`src/rtl/wbpm_pkg.sv`:
```
// Shared types and constants for the write block pool manager.
// No dependencies; imported by every module of the block.
package wbpm_pkg;

  localparam int POOL_BLOCKS = 32;
  localparam int IDX_W       = $clog2(POOL_BLOCKS);
  localparam int CNT_W       = $clog2(POOL_BLOCKS + 1);
  localparam int FILL_W      = 21;
  localparam int OFF_W       = 48;
  localparam int TGT_W       = 27;
  localparam int DATA_W      = 80;

  // operation codes
  localparam logic [2:0] OP_ACQUIRE = 3'd0;
  localparam logic [2:0] OP_READY   = 3'd1;
  localparam logic [2:0] OP_FLUSH   = 3'd2;
  localparam logic [2:0] OP_DEQUEUE = 3'd3;
  localparam logic [2:0] OP_RELEASE = 3'd4;

  // result status codes
  localparam logic [2:0] ST_OK      = 3'd0;
  localparam logic [2:0] ST_NOFREE  = 3'd1;
  localparam logic [2:0] ST_TOOBIG  = 3'd2;
  localparam logic [2:0] ST_BADIDX  = 3'd3;
  localparam logic [2:0] ST_WAIT    = 3'd4;
  localparam logic [2:0] ST_DRAINED = 3'd5;

  // per-block state
  typedef enum logic [2:0] {
    BLK_FREE    = 3'd0,
    BLK_FILLING = 3'd1,
    BLK_READY   = 3'd2,
    BLK_PENDING = 3'd3,
    BLK_WRITING = 3'd4
  } blk_state_t;

  // sequencer state
  typedef enum logic [2:0] {
    SEQ_IDLE,
    SEQ_DECODE,
    SEQ_ACQ,
    SEQ_FLUSH,
    SEQ_DQ_COUNT,
    SEQ_DQ_WAKE,
    SEQ_DQ_EMIT,
    SEQ_RESP
  } seq_state_t;

  // configuration register indexes
  localparam logic [1:0] CFG_BLOCK_BYTES = 2'd0;
  localparam logic [1:0] CFG_TARGET      = 2'd1;
  localparam logic [1:0] CFG_WRITERS_RUN = 2'd2;

endpackage

```
`src/rtl/wbpm_accum.sv`:
```
// Shared accumulate-and-compare unit: running byte sum against the target.
// Depends on wbpm_pkg.
module wbpm_accum (
  input  logic                       clk,
  input  logic                       clear,
  input  logic                       add_en,
  input  logic [wbpm_pkg::FILL_W-1:0] addend,
  input  logic [wbpm_pkg::TGT_W-1:0]  target,
  output logic                       hit
);
  import wbpm_pkg::*;

  logic [TGT_W-1:0] sum;
  logic [TGT_W-1:0] sum_next;

  // one add and one compare per scan step
  always_comb begin
    sum_next = sum + (add_en ? TGT_W'(addend) : '0);
    hit      = (sum_next >= target);
  end

  always_ff @(posedge clk) begin
    if (clear) begin
      sum <= '0;
    end else begin
      sum <= sum_next;
    end
  end
endmodule

```
`src/rtl/write_block_pool_manager.sv`:
```
// Top level of the write block pool manager: sequencer, block table, result register.
// Depends on wbpm_pkg and wbpm_accum.
//
// One operation is taken at a time; s_tready is low while it is worked on. Release
// and mark ready go from decode straight to the result. Acquire and flush walk the
// 32 block entries one per cycle, acquire until a free block is found and flush until
// the shared sum/compare unit reaches the target. A dequeue walks the table twice,
// once to size the batch and once to hand it out; the hand-out walk stalls while the
// output side is not ready. Results leave through a one-entry output register.
module write_block_pool_manager (
  input  logic                        clk,
  input  logic                        rst,
  // config write port
  input  logic                        cfg_we,
  input  logic [1:0]                  cfg_index,
  input  logic [wbpm_pkg::TGT_W-1:0]  cfg_data,
  // operation stream
  input  logic                        s_tvalid,
  output logic                        s_tready,
  // operation, block_index, file_offset, byte_count, flush_partial
  input  logic [wbpm_pkg::DATA_W-1:0] s_tdata,
  // result stream
  output logic                        m_tvalid,
  input  logic                        m_tready,
  // status, granted_index, block_offset, block_length, wake_writers
  output logic [wbpm_pkg::DATA_W-1:0] m_tdata,
  output logic                        m_tlast
);
  import wbpm_pkg::*;

  // configuration
  logic [FILL_W-1:0] block_bytes;
  logic [TGT_W-1:0]  target;
  logic              writers_run;

  always_ff @(posedge clk) begin
    if (rst) begin
      block_bytes <= FILL_W'(65536);
      target      <= TGT_W'(1048576);
      writers_run <= 1'b1;
    end else if (cfg_we) begin
      unique case (cfg_index)
        CFG_BLOCK_BYTES: block_bytes <= cfg_data[FILL_W-1:0];
        CFG_TARGET:      target      <= cfg_data;
        CFG_WRITERS_RUN: writers_run <= cfg_data[0];
        default: ;
      endcase
    end
  end

  // latched operation
  logic [2:0]        op;
  logic [IDX_W-1:0]  op_idx;
  logic [OFF_W-1:0]  op_off;
  logic [FILL_W-1:0] op_cnt;
  logic              op_partial;

  // block table
  blk_state_t        blk_state [POOL_BLOCKS];
  logic [FILL_W-1:0] blk_fill  [POOL_BLOCKS];
  logic [OFF_W-1:0]  blk_pos   [POOL_BLOCKS];
  logic [CNT_W-1:0]  ready_cnt, pend_cnt;

  // sequencer registers
  seq_state_t        seq, seq_next;
  logic [IDX_W-1:0]  scan, scan_next;
  logic [CNT_W-1:0]  n_blk, n_blk_next;
  logic [CNT_W-1:0]  n_out, n_out_next;
  logic              wake, wake_next;
  logic [2:0]        res_status, res_status_next;
  logic [IDX_W-1:0]  res_idx, res_idx_next;

  // table write controls
  logic              st_we;
  logic [IDX_W-1:0]  st_widx;
  blk_state_t        st_wval;
  logic              data_we;

  // output register load
  logic              can_put;
  logic              put;
  logic [DATA_W-1:0] put_data;
  logic              put_last;

  // shared unit controls
  logic              acc_clear, acc_add, acc_hit;
  logic [CNT_W-1:0]  mul_cnt;
  logic [TGT_W-1:0]  mul_bytes;

  blk_state_t        cur_state;
  logic              last_scan;

  assign cur_state = blk_state[scan];
  assign last_scan = (scan == IDX_W'(POOL_BLOCKS - 1));
  assign can_put   = !m_tvalid || m_tready;
  assign s_tready  = (seq == SEQ_IDLE);

  wbpm_accum u_accum (
    .clk    (clk),
    .clear  (acc_clear),
    .add_en (acc_add),
    .addend (blk_fill[scan]),
    .target (target),
    .hit    (acc_hit)
  );

  // block count times block size
  assign mul_bytes = TGT_W'(mul_cnt) * TGT_W'(block_bytes);

  // next state
  always_comb begin
    seq_next = seq;
    unique case (seq)
      SEQ_IDLE:   if (s_tvalid) seq_next = SEQ_DECODE;
      SEQ_DECODE: begin
        unique case (op)
          OP_ACQUIRE: seq_next = (op_cnt > block_bytes) ? SEQ_RESP : SEQ_ACQ;
          OP_FLUSH: begin
            if (mul_bytes >= target || (ready_cnt != '0 && block_bytes != '0 && op_partial))
              seq_next = SEQ_FLUSH;
            else
              seq_next = SEQ_RESP;
          end
          OP_DEQUEUE: begin
            if (!writers_run && mul_bytes == '0)
              seq_next = SEQ_RESP;
            else if (writers_run && mul_bytes < target)
              seq_next = SEQ_RESP;
            else
              seq_next = SEQ_DQ_COUNT;
          end
          default: seq_next = SEQ_RESP;
        endcase
      end
      SEQ_ACQ:   if (cur_state == BLK_FREE || last_scan) seq_next = SEQ_RESP;
      SEQ_FLUSH: if (acc_hit || last_scan) seq_next = SEQ_RESP;
      SEQ_DQ_COUNT: begin
        if (acc_hit || last_scan)
          seq_next = (n_blk_next == '0) ? SEQ_RESP : SEQ_DQ_WAKE;
      end
      SEQ_DQ_WAKE: seq_next = SEQ_DQ_EMIT;
      SEQ_DQ_EMIT: begin
        if (cur_state == BLK_PENDING && can_put && n_out + 1'b1 == n_blk)
          seq_next = SEQ_IDLE;
      end
      SEQ_RESP: if (can_put) seq_next = SEQ_IDLE;
      default:  seq_next = SEQ_IDLE;
    endcase
  end

  // sequencer outputs
  always_comb begin
    scan_next       = scan;
    n_blk_next      = n_blk;
    n_out_next      = n_out;
    wake_next       = wake;
    res_status_next = res_status;
    res_idx_next    = res_idx;
    st_we           = 1'b0;
    st_widx         = scan;
    st_wval         = BLK_FREE;
    data_we         = 1'b0;
    acc_clear       = 1'b0;
    acc_add         = 1'b0;
    mul_cnt         = ready_cnt;
    put             = 1'b0;
    put_last        = 1'b1;
    put_data        = '0;
    unique case (seq)
      SEQ_IDLE: ;
      SEQ_DECODE: begin
        scan_next       = '0;
        n_blk_next      = '0;
        n_out_next      = '0;
        wake_next       = 1'b0;
        res_status_next = ST_OK;
        res_idx_next    = '0;
        acc_clear       = 1'b1;
        mul_cnt         = (op == OP_DEQUEUE) ? pend_cnt : ready_cnt;
        unique case (op)
          OP_ACQUIRE: if (op_cnt > block_bytes) res_status_next = ST_TOOBIG;
          OP_READY: begin
            st_we   = 1'b1;
            st_widx = op_idx;
            st_wval = BLK_READY;
            data_we = 1'b1;
          end
          OP_RELEASE: begin
            st_we   = 1'b1;
            st_widx = op_idx;
            st_wval = BLK_FREE;
          end
          OP_DEQUEUE: begin
            if (!writers_run && mul_bytes == '0)
              res_status_next = ST_DRAINED;
            else if (writers_run && mul_bytes < target)
              res_status_next = ST_WAIT;
          end
          default: ;
        endcase
      end
      SEQ_ACQ: begin
        if (cur_state == BLK_FREE) begin
          st_we        = 1'b1;
          st_wval      = BLK_FILLING;
          res_idx_next = scan;
        end else if (last_scan) begin
          res_status_next = ST_NOFREE;
        end
        scan_next = scan + 1'b1;
      end
      SEQ_FLUSH: begin
        acc_add = (cur_state == BLK_READY);
        if (cur_state == BLK_READY) begin
          st_we     = 1'b1;
          st_wval   = BLK_PENDING;
          wake_next = 1'b1;
        end
        scan_next = scan + 1'b1;
      end
      SEQ_DQ_COUNT: begin
        acc_add = (cur_state == BLK_PENDING);
        if (cur_state == BLK_PENDING) n_blk_next = n_blk + 1'b1;
        if ((acc_hit || last_scan) && n_blk_next == '0) res_status_next = ST_WAIT;
        scan_next = scan + 1'b1;
      end
      SEQ_DQ_WAKE: begin
        // pending blocks that stay behind after this batch
        mul_cnt   = pend_cnt - n_blk;
        wake_next = (mul_bytes >= target);
        scan_next = '0;
      end
      SEQ_DQ_EMIT: begin
        if (cur_state == BLK_PENDING) begin
          if (can_put) begin
            put        = 1'b1;
            put_last   = (n_out + 1'b1 == n_blk);
            put_data   = {2'b00, wake, blk_fill[scan], blk_pos[scan], scan, ST_OK};
            st_we      = 1'b1;
            st_wval    = BLK_WRITING;
            n_out_next = n_out + 1'b1;
            scan_next  = scan + 1'b1;
          end
        end else begin
          scan_next = scan + 1'b1;
        end
      end
      SEQ_RESP: begin
        put      = can_put;
        put_data = {2'b00, wake, FILL_W'(0), OFF_W'(0), res_idx, res_status};
      end
      default: ;
    endcase
  end

  // sequencer registers
  always_ff @(posedge clk) begin
    if (rst) begin
      seq <= SEQ_IDLE;
    end else begin
      seq <= seq_next;
    end
    scan       <= scan_next;
    n_blk      <= n_blk_next;
    n_out      <= n_out_next;
    wake       <= wake_next;
    res_status <= res_status_next;
    res_idx    <= res_idx_next;
  end

  // operation capture
  always_ff @(posedge clk) begin
    if (s_tvalid && s_tready) begin
      op         <= s_tdata[2:0];
      op_idx     <= s_tdata[7:3];
      op_off     <= s_tdata[55:8];
      op_cnt     <= s_tdata[76:56];
      op_partial <= s_tdata[77];
    end
  end

  // block state table with ready and pending counts
  always_ff @(posedge clk) begin
    if (rst) begin
      for (int i = 0; i < POOL_BLOCKS; i++) blk_state[i] <= BLK_FREE;
      ready_cnt <= '0;
      pend_cnt  <= '0;
    end else if (st_we) begin
      blk_state[st_widx] <= st_wval;
      ready_cnt <= ready_cnt - CNT_W'(blk_state[st_widx] == BLK_READY)
                             + CNT_W'(st_wval == BLK_READY);
      pend_cnt  <= pend_cnt - CNT_W'(blk_state[st_widx] == BLK_PENDING)
                            + CNT_W'(st_wval == BLK_PENDING);
    end
  end

  // block fill and position
  always_ff @(posedge clk) begin
    if (data_we) begin
      blk_fill[op_idx] <= op_cnt;
      blk_pos[op_idx]  <= op_off;
    end
  end

  // result register
  always_ff @(posedge clk) begin
    if (rst) begin
      m_tvalid <= 1'b0;
    end else if (put) begin
      m_tvalid <= 1'b1;
    end else if (m_tready) begin
      m_tvalid <= 1'b0;
    end
    if (put) begin
      m_tdata <= put_data;
      m_tlast <= put_last;
    end
  end
endmodule
```
`config.mk`:
```
export PLATFORM = sky130hd
export DESIGN_NAME = write_block_pool_manager
export DESIGN_NICKNAME = d
export VERILOG_FILES = /design/src/rtl/wbpm_pkg.sv /design/src/rtl/wbpm_accum.sv /design/src/rtl/write_block_pool_manager.sv
export SDC_FILE = /design/constraint.sdc
export NUM_CORES = 2
export LEC_CHECK = 0
export BUFFER_PORTS_ARGS = -buffer_cell sky130_fd_sc_hd__buf_2
export CAP_MARGIN = 0
export CORE_UTILIZATION = 40
export CTS_CLUSTER_DIAMETER = 80
export CTS_CLUSTER_SIZE = 24
export DETAILED_ROUTE_END_ITERATION = 8
export GPL_ROUTABILITY_DRIVEN = 1
export PLACE_DENSITY = 0.6
export SLEW_MARGIN = 20
export SYNTH_ARGS = -nofsm -noshare
export SYNTH_HDL_FRONTEND = slang
export SYNTH_HIERARCHICAL = 1
export SYNTH_SLANG_ARGS = --single-unit
```
`constraint.sdc`:
```
create_clock -name clk -period 9.7 [get_ports clk]
set_clock_uncertainty 0.1 [all_clocks]
set_input_delay 0.485 -clock clk [delete_from_list [all_inputs] [get_ports clk]]
set_output_delay 0.485 -clock clk [all_outputs]
set_load 0.1 [all_outputs]
```
; Yosys cells after proc, flatten, opt, wreduce, memory -nomap -nowiden
; Memory sizes are Yosys's and may differ from the RTL's. A register that Yosys moved wholly into a read port is not among the register bits.
; Cells that the tools add are included.
[op_classes]
n_mul = 1
magnitude_cmp = 4
n_reduce_logical = 43
addsub = 9
muxes = 74
eq_ne = 35
[op_table]
columns = op, n
row1 = two-way mux 78 bit, 2
row2 = one-hot mux 78 bit (2 select lines), 1
row3 = >= comparator 27 bit, 2
row4 = two-way mux 3 bit, 16
row5 = two-way mux 5 bit, 9
row6 = one-hot mux 6 bit (2 select lines), 3
row7 = == test 3 x 2 -> 1 bit (second input constant), 10
row8 = two-way mux 6 bit, 5
row9 = adder 27 bit, 1
row10 = logical NOT 27 bit, 1
row11 = < comparator 27 bit, 1
row12 = multiplier 6 x 21 -> 27 bit, 1
row13 = != test 2 bit (second input constant), 13
row14 = one-hot mux 3 bit (8 select lines), 1
row15 = greater-than comparator 21 bit, 1
row16 = two-way mux 21 bit, 1
row17 = nonzero test 21 bit, 1
row18 = two-way mux 1 bit, 20
row19 = one-hot mux 3 bit (3 select lines), 2
row20 = == test 3 bit (second input constant), 5
row21 = one-hot mux 5 bit (3 select lines), 1
row22 = adder 6 x 1 -> 6 bit, 2
row23 = adder 6 x 1 -> 6 bit (second input constant), 2
row24 = logical NOT 6 bit, 2
row25 = 30 further kinds, 63
[totals]
output_inout_bits = 83
inputBits = 114
word_cells = 190
register_bits = 277
n_memories = 3
ramBits = 2304
[memory_table]
columns = memory, depth, word_bits, rd, rd_ports_with_merged_regs, wr, line
row1 = blk_pos, 32, 48, 1, 1, 1, write_block_pool_manager.sv:61  ; logic [OFF_W-1:0] blk_pos [POOL_BLOCKS];
row2 = blk_fill, 32, 21, 1, 1, 1, write_block_pool_manager.sv:60  ; logic [FILL_W-1:0] blk_fill [POOL_BLOCKS];
row3 = blk_state, 32, 3, 2, 1, 32, write_block_pool_manager.sv:59  ; blk_state_t blk_state [POOL_BLOCKS];

; Longest topological paths before layout
[logic_depth]
ltp_word = 10
ltp_mapped = 37
mapped_depth_nobuf = 34

; Hierarchy
; Netlist, hierarchy kept.
[modules_own_cells]
columns = module, cells_per_inst, seq_area_each_um2, area_each_um2, n_inst
row1 = write_block_pool_manager, 5173, 76022.9, 104268.8, 1
row2 = wbpm_accum, 357, 540.5, 2821.5, 1

; Worst setup path after synthesis
; No wires, ideal clock.
[synth_path]
path_kind = reg-to-reg
from = reg n_blk[1]
to = reg seq[2]
required_ns = 9.509
path_stages_with_launch = 36
synth_period_minus_slack_ns = 7.420
slack_ns = 2.280
path_buffers = 2
arrival_time_ns = 7.229
path_cell_list = dfxtp_1 > inv_1 > ha_1 > nor2b_1 > o21ai_0 > a21boi_0 > o21a_1 > nor2_1 > xnor2_1 > nand3b_1 > o21ai_0 > a22oi_1 > clkbuf_1 > nand2_1 > fa_1 > fa_1 > fa_1 > inv_1 > ha_1 > buf_2 > and3_1 > and3_1 > a22o_1 > o31a_1 > or3_1 > a31oi_1 > xor2_1 > ha_1 > nand4_1 > nor2_1 > a211oi_1 > nand3b_1 > a211oi_1 > o221a_2 > o41ai_1 > a311oi_1
[synth_via]
elab_chain_len = 8
[synth_lines]
columns = item, line
row1 = from (decl), write_block_pool_manager.sv:67  ; logic [CNT_W-1:0] n_blk, n_blk_next;
row2 = from (signal assigned), write_block_pool_manager.sv:264  ; n_blk <= n_blk_next;
row3 = subtractor 6 bit, write_block_pool_manager.sv:229  ; mul_cnt = pend_cnt - n_blk;
row4 = one-hot mux 6 bit (2 select lines), write_block_pool_manager.sv:169  ; unique case (seq)
row5 = multiplier 6 x 21 -> 27 bit, write_block_pool_manager.sv:108  ; assign mul_bytes = TGT_W'(mul_cnt) * TGT_W'(block_bytes);
row6 = >= comparator 27 bit, write_block_pool_manager.sv:119  ; if (mul_bytes >= target || (ready_cnt != '0 && block_bytes != '0 && op_partial))
row7 = logical OR 1 bit, write_block_pool_manager.sv:119
row8 = two-way mux 3 bit, write_block_pool_manager.sv:119
row9 = one-hot mux 3 bit (3 select lines), write_block_pool_manager.sv:116  ; unique case (op)
row10 = one-hot mux 3 bit (8 select lines), write_block_pool_manager.sv:113  ; unique case (seq)
row11 = to (signal assigned), write_block_pool_manager.sv:261  ; seq <= seq_next;
row12 = to (decl), write_block_pool_manager.sv:65  ; seq_state_t seq, seq_next;
; Several ways; a longest one is shown, not always the timed one.
; A chain may end at the register's enable or synchronous reset.

; Worst setup path in the final report
; Ends and elaborated chain as after synthesis.

==> results by group <==
Run status
  – Status: finished clean

Timing
  – Hold Fails Final Rpt: 0
  – Hold WS: between 0.15 and 0.2 ns
  – Max-slew violation count: 0
  – Setup Viol. Count Final: 0
  – Final worst path period need: 8.72 ns
  – RSZ-0062 raised after global routing: no
  – Slew headroom: a little under a quarter
  – Max Fclk: ~110 MHz
  – Setup_tns: 0 ns
  – Worst-Margin Slew: approximately 1.2 ns
  – Tcrit/Tclk final: approximately 90%

Synthesis
  – Ys async rst share: 0%
  – Yosys cell types: 82
  – Post-synthesis sequential area ratio: roughly 71%
  – Syn_area_per_cell: 19.4 µm²
  – Cell Area, Synth: 107000 µm²
  – Most used DFF post-synth: edfxtp_1
  – Synth Instances: roughly 5500
  – Synth warn: 6
  – Number of synthesized register bits: about 2600
  – Number of enable flip-flop cells after synthesis: 2481

Finish
  – Filler cells: 22714
  – Synth-to-layout area growth: 10.4%
  – Design Area, Final: around 120000 µm²
  – Nets: ~6200
  – Share of cells above drive strength 1: 22.7%

Power and ir drop
  – Leak Pwr: 0.0377 µW
  – Power Density: ~240 nW/µm²
  – Worst IR drop on VDD: approximately 0.00021 V
  – Power Total: 28900 µW

Critical path
  – Buf+Inv Stages, Crit Path: 2
  – CP max FO: 13
  – Crit-path max cell delay: 0.82 ns
  – CP max-delay cell: a221oi_2
  – FF-to-FF path depth: 28
  – CP endpoint kind: register
  – Worst EP arrival: between 9 and 10 ns
  – R2R Path End: seq[2]
  – Critical path launch point type: register
  – CP top delay family: compound AO/OA/AOI/OAI gates
  – Reg2reg setup slack: a little under 1 ns
  – Critical path depth in cells: 28
  – CP Class: register to register
  – Crit path launch: n_blk[1]
  – Worst path required time: 10.30 ns
  – Worst setup path endpoint: seq[2]
  – Worst reg2reg startpoint: n_blk[1]

Routing
  – Pre-Repair DR Iteration Count: 6
  – Avg WL per Cell: a little under 30 µm
  – Detail Route Antenna Nets: 0
  – DRC viols: 0
  – Via count: ~54000
  – Starting DRC count in detailed routing: roughly 6000
  – Vias/cell: ~5.8
  – Routed WL: 274000 µm

Min path
  – Min-Delay Path Class: primary input to register
  – Min-delay src: rst
  – Min-Delay Path Depth: 2

Clock tree
  – CTS tree: built
  – H-tree Lvls: 4
  – TritonCTS Buffers: 149
  – Clk slew on worst S/H paths: ~0.09 ns
  – Clk buf depth: 4
  – CTS Sinks: ~2600
  – Worst-Skew Late Latency: between 0.8 and 0.9 ns
  – Root Driver: clkbuf_16
  – CTS resizes: 0

Die
  – Rows: approximately 190
  – Die H: 519 µm
  – Ports: 197
  – Die area: ~270000 µm²
  – Core region area: approximately 270000 µm²
  – Chip width: a little over 500 µm
  – Initial Utilization: roughly 40%

Global route
  – GRT Total Usage: a little over 20%
  – Largest net degree at the start of global routing: ~140
  – First-pass GRT wire length: approximately 390000 µm
  – Vias in the first global route: 54351
  – Grt total ovfl: 0
  – Initial antenna violation count: 18

Placed design
  – Final RePlAce weighted congestion: between 0.8 and 0.9
  – Placed Area: 113000 µm²
  – DP Wirelength: approximately 140000 µm
  – IO Port Bufs: 192

Run
  – MaxCap Viol Count: 0
sequential cells by signal, summed over array words and instances (netlist names), 5 cells and up, named ones only:
register and count:
blk_state 96, res_idx 5, block_bytes 21, pend_cnt 6, blk_fill 672, blk_pos 1536, ready_cnt 6, op_cnt 21
n_out 6, u_accum/sum 27, scan 5, target 27, n_blk 6, op_idx 5, m_tdata 78, op_off 48
cell usage in the layout (no fill, tap or decap), types with 42 or more instances in the layout:
| master | Yosys | routed |
|---|---|---|
| edfxtp_1 | 2481 | 2481 |
| nor2b_1 | 53 | 53 |
| dlygate4sd3_1 | 0 | 109 |
| o21ai_0 | 51 | 51 |
| nand2_1 | 253 | 253 |
| ha_1 | 154 | 154 |
| buf_2 | 22 | 191 |
| nor2_1 | 271 | 238 |
| and2_1 | 140 | 139 |
| dfxtp_1 | 103 | 98 |
| a21o_1 | 72 | 72 |
| inv_1 | 204 | 204 |
| xnor2_1 | 42 | 42 |
| clkbuf_16 | 0 | 151 |
| buf_4 | 5 | 97 |
| mux4_2 | 717 | 717 |
| mux2i_1 | 61 | 59 |
| a21oi_1 | 130 | 127 |
| fa_1 | 81 | 81 |
kinds of logic (layout without fill, tap and decap cells):
family                     count (synthesis)  after routing  synth area share, %
DFF                                     2584           2584                 71.5
adders and majority gates                235            235                 3.31
muxes                                    815            815                 16.0
xor gates and xnor gates                  70             70                0.590
and+or+nand+nor                          945            945                 4.37
buffers and inverters                    481            820                 1.75
AOI/OAI and AO/OA                        399            399                 2.44
other                                      1              6              0.00350
layout make-up:
class	instances	area [µm²]	share of cell area, %
diodes	4	10.0	0.00846
multi-input cells	2466	29000	24.5
well taps	3533	4420	3.74
clock inverters	41	483	0.408
clock buffers	152	3780	3.20
inverters	205	769	0.651
flip-flops and latches	2584	76600	64.8
repair buffers	422	3240	2.74
metrics by stage:
stage	utilization [%]	setup slack, ns	cells
2_1_floorplan	-	2.28	5531
3_3_place_gp	42.4	1.17	9096
3_5_place_dp	42.5	1.06	9097
4_1_cts	44.5	1.02	9399
5_1_grt	44.5	0.297	9404
6_report	44.5	0.978	9407
Yosys cell counts, drive strengths merged, types with 4 or more instances:
cell type	instances	area (µm²)
o2111ai	4	35.0
nor3	32	210
o211ai	7	52.6
nand4	30	203
o31ai	17	133
a311oi	4	35.0
inv	204	766
o21bai	7	52.6
a21o	72	541
o21ai	53	265
and3	19	119
xnor2	43	395
xor2	27	236
mux4	717	16100
and2	140	876
or4	4	30.0
or3	8	50.1
nor2b	53	332
fa	81	1620
mux2i	61	611
dfxtp	103	2060
a21oi	131	659
nand3	40	205
a22oi	12	90.1
a31oi	13	81.3
nand3b	25	188
a2111oi	5	43.8
o21a	6	45.0
buf	96	429
nor2	271	1020
nor4	15	93.8
a22o	7	61.3
clkbuf	180	676
nor3b	22	165
nand2	255	962
nand2b	16	100
o31a	5	43.8
mux2	37	417
a21boi	4	30.0
o22ai	8	50.1
edfxtp	2481	74500
a211oi	20	150
ha	154	1930
metal layers:
metal	vias to the layer above	part of all wire (%)	wire [µm]	track usage, %
met5	-	0.027	74	0
met4	12	2.0	5510	4.22
met3	302	7.7	21000	3.48
met2	2053	48	131000	32.5
met1	29108	42	116000	28.7
li1	22628	-	-	-
worst reg2reg max path: cells and delay by family, from the launching register on:
| kind | cells | cell delay [ns] |
|---|---|---|
| buffers and inverters | 2 | 0.12 |
| flip-flops | 1 | 0.49 |
| XOR/XNOR | 1 | 0.29 |
| AND/OR/NAND/NOR | 4 | 0.53 |
| AO/OA/AOI/OAI | 15 | 4.63 |
| adder cells (fa/ha/maj) | 6 | 2.45 |
worst min path at each step:
stage	endpoint	slack (ns)
floorplan	ready_cnt[4]	0.33
global placement	ready_cnt[4]	0.34
detailed placement	ready_cnt[4]	0.35
CTS	m_tvalid	0.09
global route	target[9]	0.14
finish	m_tvalid	0.16
power by group:
group	switching (µW)	total, µW	internal, µW
clock network	3670	6600	2930
registers	713	13700	13000
logic	4590	8590	4010
what timing repair did:
item                      in CTS  in global routing
hold endpoints to repair     128                  0
hold buffers                 109                  0
buffers inserted               0                  0
Note: power is estimated with default switching activity, not from simulation.
